==> src/hdl/ffsa_pkg.sv <==
// Shared types and constants for the first-fit segment allocator.
`timescale 1ns / 1ps
package ffsa_pkg;
  localparam int MaxSegments = 64;
  localparam int AddrBits = 32;
  localparam int CntBits = $clog2(MaxSegments + 1);
  localparam int IdxBits = $clog2(MaxSegments);
  localparam logic [31:0] ChunkReset = 32'd1048576;

  typedef enum logic [2:0] {
    ST_GRANTED = 3'd0,
    ST_NO_FIT = 3'd1,
    ST_RELEASED = 3'd2,
    ST_NOT_FOUND = 3'd3,
    ST_ZERO_SIZE = 3'd4,
    ST_FULL = 3'd5
  } status_t;

  typedef enum logic [1:0] {
    OP_HOLD = 2'd0,
    OP_INSERT = 2'd1,
    OP_REMOVE = 2'd2
  } cell_op_t;

  // Broadcast from the controller to every cell.
  typedef struct packed {
    logic [3:0] align_log2;
    logic [AddrBits-1:0] size;
    logic [AddrBits-1:0] key;
    cell_op_t op;
    logic [CntBits-1:0] pos;
    logic [AddrBits-1:0] new_start;
  } cell_ctl_t;

  function automatic logic [AddrBits:0] round_up(input logic [AddrBits:0] v,
                                                 input logic [3:0] lg);
    logic [AddrBits:0] m;
    m = ({{AddrBits{1'b0}}, 1'b1} << lg) - 1'b1;
    return (v + m) & ~m;
  endfunction
endpackage

==> src/hdl/ffsa_cell.sv <==
// One table cell: holds a segment, evaluates the gap below it, shifts on insert/remove.
`timescale 1ns / 1ps
module ffsa_cell
  import ffsa_pkg::*;
(
  input  logic clk,
  input  logic [CntBits-1:0] my_idx,
  input  cell_ctl_t ctl,
  input  logic [AddrBits-1:0] prev_start,
  input  logic [AddrBits-1:0] prev_len,
  input  logic [AddrBits-1:0] next_start,
  input  logic [AddrBits-1:0] next_len,
  output logic [AddrBits-1:0] start_q,
  output logic [AddrBits-1:0] len_q,
  output logic [AddrBits-1:0] gap_from,
  output logic fits,
  output logic hit
);
  logic [AddrBits-1:0] start_r, len_r;
  logic [AddrBits:0] from_w;

  always_comb begin
    if (my_idx == '0) begin
      from_w = '0;
    end else begin
      from_w = round_up({1'b0, prev_start} + {1'b0, prev_len}, ctl.align_log2);
    end
    fits = ({1'b0, start_r} > from_w) && (({1'b0, start_r} - from_w) >= {1'b0, ctl.size});
    gap_from = from_w[AddrBits-1:0];
    hit = (start_r == ctl.key);
  end

  always_ff @(posedge clk) begin
    case (ctl.op)
      OP_INSERT: begin
        if (my_idx == ctl.pos) begin
          start_r <= ctl.new_start;
          len_r <= ctl.size;
        end else if (my_idx > ctl.pos) begin
          start_r <= prev_start;
          len_r <= prev_len;
        end
      end
      OP_REMOVE: begin
        if (my_idx >= ctl.pos) begin
          start_r <= next_start;
          len_r <= next_len;
        end
      end
      default: begin
      end
    endcase
  end

  assign start_q = start_r;
  assign len_q = len_r;
endmodule
==> config.mk <==
export PLATFORM = sky130hd
export DESIGN_NAME = ffsa_cell
export DESIGN_NICKNAME = d
export VERILOG_FILES = /design/src/hdl/ffsa_pkg.sv /design/src/hdl/ffsa_cell.sv
export SDC_FILE = /design/constraint.sdc
export NUM_CORES = 1
export LEC_CHECK = 0
export BUFFER_PORTS_ARGS = -buffer_cell sky130_fd_sc_hd__buf_2
export CAP_MARGIN = 20
export CORE_MARGIN = 2
export CORE_UTILIZATION = 55
export CTS_BUF_LIST = sky130_fd_sc_hd__clkbuf_16
export DETAILED_ROUTE_END_ITERATION = 7
export PLACE_DENSITY_LB_ADDON = 0.1
export SLEW_MARGIN = 10
export SYNTH_ARGS = -nofsm -noshare
export SYNTH_HDL_FRONTEND = slang
export SYNTH_SLANG_ARGS = --single-unit
==> constraint.sdc <==
create_clock -name clk -period 12.25 [get_ports clk]
set_input_delay 1.225 -clock clk [delete_from_list [all_inputs] [get_ports clk]]
set_output_delay 1.225 -clock clk [all_outputs]
set_load 0.01 [all_outputs]
==> results of run 1 <==
==> final cells by class <==
class / instances / area (um^2)
Clock buffer: 9 / 225
Clock inverter: 7 / 87.6
Fill cell: 1444 / 5050
Inverter: 117 / 439
Multi-Input combinational cell: 877 / 6670
Sequential cell: 64 / 1920
Tap cell: 220 / 275
Timing Repair Buffer: 346 / 1740
==> synthesized netlist by cell type (all sizes together) (3+ instances only) <==
library cell / count / share of area, %
xnor2: 33 / 3.2
xor2: 53 / 5.1
a211oi: 9 / 0.74
nor2b: 10 / 0.69
o21a: 8 / 0.66
nor3: 15 / 0.82
o211ai: 4 / 0.33
o31ai: 4 / 0.38
clkbuf: 30 / 1.2
ha: 109 / 15
fa: 33 / 7.3
a21oi: 60 / 3.3
buf: 7 / 0.38
nand3b: 4 / 0.33
nor4: 11 / 0.76
o21bai: 5 / 0.41
o21ai: 102 / 5.6
inv: 117 / 4.8
a311oi: 3 / 0.43
a21o: 47 / 3.9
edfxtp: 64 / 21
a21boi: 5 / 0.41
nor2: 45 / 1.9
mux2i: 64 / 7.0
nand4: 15 / 1.0
nand2b: 6 / 0.41
a221oi: 3 / 0.36
nand3: 22 / 1.2
and2: 14 / 0.96
or2: 4 / 0.27
or3: 6 / 0.41
and3: 10 / 0.69
a31oi: 12 / 0.89
nand2: 120 / 4.9
==> routing by layer <==
metal / track usage [%] / vias up
met2: 54.2 / 487
met5: 0 / -
li1: - / 4507
met3: 7.62 / 62
met1: 51.4 / 4302
met4: 14.6 / 0
==> power groups by stage <==
| stage | Clock (mW) | Sequential, mW | Combinational, mW |
|---|---|---|---|
| after global placement | 0 | 0.317 | 1.29 |
| after global routing | 0.281 | 0.316 | 1.47 |
| final | 0.271 | 0.314 | 1.33 |
| after detailed placement | 0 | 0.318 | 1.30 |
| after floorplan | 0 | 0.330 | 0.903 |
| after CTS | 0.272 | 0.314 | 1.31 |
==> through the flow <==
stage / total power [mW] / hold WS [ns]
5_1_grt: 2.07 / 1.16
4_1_cts: 1.89 / 1.16
6_report: 1.92 / 1.16
3_3_place_gp: 1.60 / 1.50
3_5_place_dp: 1.61 / 1.51
2_1_floorplan: 1.23 / 1.41
==> cell families (layout without fill, tap and decap cells) <==
| kind of cell | after synthesis | count (layout) | synth area share [%] |
|---|---|---|---|
| flip-flops | 64 | 64 | 21.1 |
| buffers and inverters | 154 | 479 | 6.44 |
| multiplexers | 64 | 64 | 7.03 |
| AO/OA/AOI/OAI | 282 | 282 | 19.6 |
| adder cells (fa/ha/maj) | 142 | 142 | 22.2 |
| AND/OR/NAND/NOR | 292 | 292 | 15.3 |
| XOR/XNOR | 86 | 86 | 8.27 |
| other | 1 | 11 | 0.0412 |
==> state kept, by name, summed over array words and instances (netlist names) <==
register,cells
start_q,32
len_q,32
==> tightest hold or removal path, cell delays in order <==
cell and delay [ns]:
buf_2 0.07, nand2_1 0.04, o21ai_0 0.05
==> path summary, 6_finish.rpt <==
| kind | to | cells past startpoint | slack (ns) | start |
|---|---|---|---|---|
| worst max-delay path | fits | 32 | 2.23 | ctl[105] |
| worst min-delay path | len_q[31] | 3 | 1.16 | next_len[31] |
==> results.sh, run 1 <==
export IMPL_place_area_mm2=0.0110
export IMPL_yosysSeqAreaShare_pct=21.1
export IMPL_via_per_inst=5.71
export IMPL_holdBufCountCts=0
export IMPL_end_kind="output pin"
export IMPL_syn_cell_area_mm2=0.00911
export IMPL_hp_class="input port to flip-flop"
export IMPL_layout_cells_non_filler=1640
export IMPL_post_drt_wl_per_cell_um=19.7
export IMPL_wl_met3_um=3390
export IMPL_h_tree_depth=3
export IMPL_grt_setup_unrepaired="false"
export IMPL_synthCells=1085
export IMPL_cp_start_kind="input port"
export IMPL_grt_first_pass_wirelength_um=48500
export IMPL_fin_crit_sh_pct=81.8
export IMPL_finish_utilization_pct=69.2
export IMPL_synth_seq_cells=64
export IMPL_synth_edf_count=64
export IMPL_crit_slowest_cell="fa_1"
export IMPL_cts_root_buf="clkbuf_16"
export IMPL_synth_main_ff_cell="edfxtp_1"
export IMPL_most_common_layout_cells="342 x buf_2, 120 x nand2_1, 118 x inv_1, 108 x ha_1, 101 x o21ai_0"
export IMPL_ys_warn_count=0
export IMPL_drv_cap=0
export IMPL_setup_slack_ns=2.23
export IMPL_cts_resized=0
export IMPL_numCtsBuffers=9
export IMPL_clock_sinks=64
export IMPL_p_int_mw=1.03
export IMPL_drt_met1_wl_um=13800
export IMPL_critPathBufInv=2
export IMPL_rows=47
export IMPL_mostFrequentLayoutCell="buf_2"
export IMPL_overflow=0
export IMPL_die_x_um=133
export IMPL_io_buffers=342
export IMPL_slew_violations=0
export IMPL_io_pins=343
export IMPL_switching_power_mw=0.891
export IMPL_clkTransAtPathRegs_ns=0.06
export IMPL_drive_gt1_share_pct=26.6
export IMPL_gp_congestion=1.05
export IMPL_antenna_found_initial=0
export IMPL_setup_viol=0
export IMPL_stdcell_area_mm2=0.0114
export IMPL_fmax_mhz=99.8
export IMPL_dp_final_hpwl_um=27700
export IMPL_layout_nets=1802
export IMPL_wl_met2_um=13800
export IMPL_outcome="finished, final reports clean"
export IMPL_hold_viol_final=0
export IMPL_comb_power_share_pct=69.4
export IMPL_drc=0
export IMPL_tns_ns=0
export IMPL_post_cts_buffers=0
export IMPL_place_inst=1624
export IMPL_required_ns=11.02
export IMPL_crit_family="compound AO/OA/AOI/OAI gates"
export IMPL_sw_frac_of_total_pct=46.5
export IMPL_routed_wl_um=32300
export IMPL_num_vias=9358
export IMPL_period_needed_ns=10.02
export IMPL_vdd_ir_drop_max_v=0.0000750
export IMPL_slew_headroom_pct=25.3
export IMPL_cts_tree="done"
export IMPL_critical_path_max_stage_delay_ns=0.49
export IMPL_drtIter0Drc=717
export IMPL_pre_cts_ws_ns=2.39
export IMPL_area_growth_pct=24.7
export IMPL_grt_max_degree=91
export IMPL_grt_pass1_vias=8802
export IMPL_cp_arrival_ns=8.79
export IMPL_track_usage_pct=36.3
export IMPL_highest_layer="met4"
export IMPL_syn_area_per_cell_um2=8.40
export IMPL_seq_power_share_pct=16.4
export IMPL_fp_dieH_um=133
export IMPL_firstDrtPassIters=5
export IMPL_cts_buffer_depth=2
export IMPL_dieArea_mm2=0.0176
export IMPL_total_leakage_power_nw=5.60
export IMPL_ant_nets=0
export IMPL_antenna_cells=0
export IMPL_powerDensity_mw_per_mm2=169
export IMPL_path_max_fanout=12
export IMPL_worst_setup_path_type="input port to output pin"
export IMPL_tightestPinTransition_ns=1.12
export IMPL_initial_utilization_pct=55.5
export IMPL_placeableCoreArea_mm2=0.0164
export IMPL_power_frac_clock_pct=14.1
export IMPL_async_flop_share_pct=0
export IMPL_synth_distinct_cells=70
Note: power is estimated with default switching activity, not from simulation.
==> inputs of run 2 (changes only) <==
--- a/config.mk
+++ b/config.mk
@@ -8,7 +8,7 @@
 export BUFFER_PORTS_ARGS = -buffer_cell sky130_fd_sc_hd__buf_2
 export CAP_MARGIN = 20
 export CORE_MARGIN = 2
-export CORE_UTILIZATION = 55
+export CORE_UTILIZATION = 47
 export CTS_BUF_LIST = sky130_fd_sc_hd__clkbuf_16
 export DETAILED_ROUTE_END_ITERATION = 7
 export PLACE_DENSITY_LB_ADDON = 0.1
==> constraint.sdc (replaced) <==
create_clock -name clk -period 8.4 [get_ports clk]
set_input_delay 0.84 -clock clk [delete_from_list [all_inputs] [get_ports clk]]
set_output_delay 0.84 -clock clk [all_outputs]
set_load 0.01 [all_outputs]
==> run 2 against run 1 <==
  * The run now ends with setup timing left
  * First-iteration DRC count increased by 38%
  * Critical path depth rose by 2
  * Worst setup slack lost 2.3 ns
  * Final area increased by 11%
  * Combinational power up 74%
  * Non-clock buffer count rose by 106
  * Total power increased by 65%
  * Clock power is 37% higher
  * Sequential power up 48%
  * Routed wire length increased by 8.4%
  * Final cell count increased by 8.9%
  * Largest cell class unchanged
==> results.sh, run 2 (synthesis results as in run 1) <==
export IMPL_outcome="finished, violations left"
export IMPL_failed_checks="setup timing"
export IMPL_path_max_fanout=3
export IMPL_gp_congestion=1.03
export IMPL_die_x_um=143
export IMPL_tightestPinTransition_ns=0.878
export IMPL_critical_path_max_stage_delay_ns=0.47
export IMPL_cts_tree="done"
export IMPL_busiest_layer="met2"
export IMPL_post_drt_wl_per_cell_um=19.6
export IMPL_powerDensity_mw_per_mm2=251
export IMPL_hold_depth=3
export IMPL_required_ns=7.56
export IMPL_routed_wl_um=35000
export IMPL_hold_viol_final=0
export IMPL_track_usage_pct=32.9
export IMPL_area_growth_pct=37.9
export IMPL_worst_setup_path_type="input port to output pin"
export IMPL_fin_crit_sh_pct=100
export IMPL_setup_slack_ns=-0.0413
export IMPL_dp_final_hpwl_um=29500
export IMPL_grt_util_met1_pct=47.7
export IMPL_numCtsBuffers=9
export IMPL_overflow=0
export IMPL_io_pins=343
export IMPL_grt_pass1_vias=8954
export IMPL_nFillCells=1677
export IMPL_grt_util_met2_pct=49.9
export IMPL_place_area_mm2=0.0118
export IMPL_total_leakage_power_nw=6.18
export IMPL_hp_class="input port to flip-flop"
export IMPL_most_common_layout_cells="340 x buf_2, 120 x nand2_1, 119 x inv_1, 108 x buf_4, 97 x ha_1"
export IMPL_grt_first_pass_wirelength_um=50200
export IMPL_period_needed_ns=8.44
export IMPL_vdd_ir_drop_max_v=0.000132
export IMPL_mostFrequentLayoutCell="buf_2"
export IMPL_num_vias=9731
export IMPL_rows=50
export IMPL_initial_utilization_pct=48.4
export IMPL_ant_nets=0
export IMPL_holdBufCountCts=0
export IMPL_layout_nets=1908
export IMPL_clock_sinks=64
export IMPL_cts_root_buf="clkbuf_16"
export IMPL_cts_buffer_depth=2
export IMPL_cp_start_kind="input port"
export IMPL_cp_common_cell="a21o_1"
export IMPL_fp_dieH_um=143
export IMPL_drtIter0Drc=991
export IMPL_dieArea_mm2=0.0205
export IMPL_firstDrtPassIters=5
export IMPL_slew_violations=0
export IMPL_end_kind="output pin"
export IMPL_grt_max_degree=89
export IMPL_cp_arrival_ns=7.60
export IMPL_antenna_found_initial=0
export IMPL_min_delay_start="next_start[10]"
export IMPL_io_buffers=342
export IMPL_pre_cts_ws_ns=-0.301
export IMPL_slew_headroom_pct=41.5
export IMPL_clkTransAtPathRegs_ns=0.06
export IMPL_drc=0
export IMPL_worstHoldEndpoint="start_q[10]"
export IMPL_h_tree_depth=3
export IMPL_drv_cap=0
export IMPL_via_per_inst=5.45
export IMPL_drive_gt1_share_pct=34.7
export IMPL_fmax_mhz=118
export IMPL_setup_viol=1
export IMPL_stdcell_area_mm2=0.0126
export IMPL_placeableCoreArea_mm2=0.0188
export IMPL_grtUsageMet3_pct=5.33
export IMPL_grt_setup_unrepaired="true"
export IMPL_crit_slowest_cell="fa_1"
export IMPL_antenna_cells=0
export IMPL_seq_area_mm2=0.00192
export IMPL_multi_input_area_mm2=0.00704
==> run 2: cell types whose count changed in the layout (fill, tap and decap cells not counted), sizes merged <==
cell,delta
buf,+106
bufinv,-1
inv,+2
clkinv,+1
clkinvlp,-2
==> run 2: layout make-up <==
class	instances	share of cell area, %
inverter	117	3.50
multi-input combinational	877	56.0
clock buffer	9	1.79
clock inverter	7	0.448
timing repair buffer	452	20.4
sequential	64	15.3
tap	260	2.59
==> run 2: routing by layer <==
metal | wire length [um] | up-vias
li1 | - | 4712
met1 | 15700 | 4505
met3 | 2910 | 45
met2 | 15300 | 469
met4 | 982 | 0
met5 | 0 | -
==> run 2: how the worst max path moves through the flow <==
stage	cells after the start	to	slack (ns)	startpoint
5_1_grt	37	fits	-0.41	ctl[106]
6_report	34	fits	-0.04	ctl[106]
2_1_floorplan	34	fits	0.03	ctl[105]
3_5_place_dp	35	fits	-0.30	ctl[105]
3_3_place_gp	35	fits	-0.24	ctl[105]
4_1_cts	33	fits	0.002	ctl[105]
==> run 2: worst max-delay path: cells and delay by family <==
kind / cells / cell delay [ns]
buffers and inverters: 5 / 0.62
adders and majority gates: 6 / 1.83
AOI/OAI and AO/OA: 15 / 2.86
and+or+nand+nor: 6 / 1.14
xor gates and xnor gates: 2 / 0.33
==> run 2: repair_timing <==
action / in CTS / in global routing
setup endpoints to repair: 1 / 1
pin swaps: 26 / 51
gates resized for setup: 29 / 44
setup buffers: 9 / 5
==> run 2: through the flow <==
step	setup TNS, ns	total power [mW]	utilization [%]	instances	hold WS, ns
6_report	-0.0413	3.15	66.7	1786	0.773
5_1_grt	-0.406	3.39	66.7	1786	0.781
4_1_cts	0	3.05	65.3	1781	0.765
3_5_place_dp	-0.301	2.60	62.6	1756	1.12
3_3_place_gp	-0.237	2.58	62.6	1756	1.12
2_1_floorplan	0	1.80	-	1095	1.03
==> run 2: power breakdown <==
group,leakage [nW],switching (mW),total (mW),internal (mW)
combinational,5.42,1.23,2.32,1.09
clock,0.153,0.146,0.371,0.225
sequential,0.608,0.0471,0.464,0.417
total,6.18,1.42,3.15,1.73
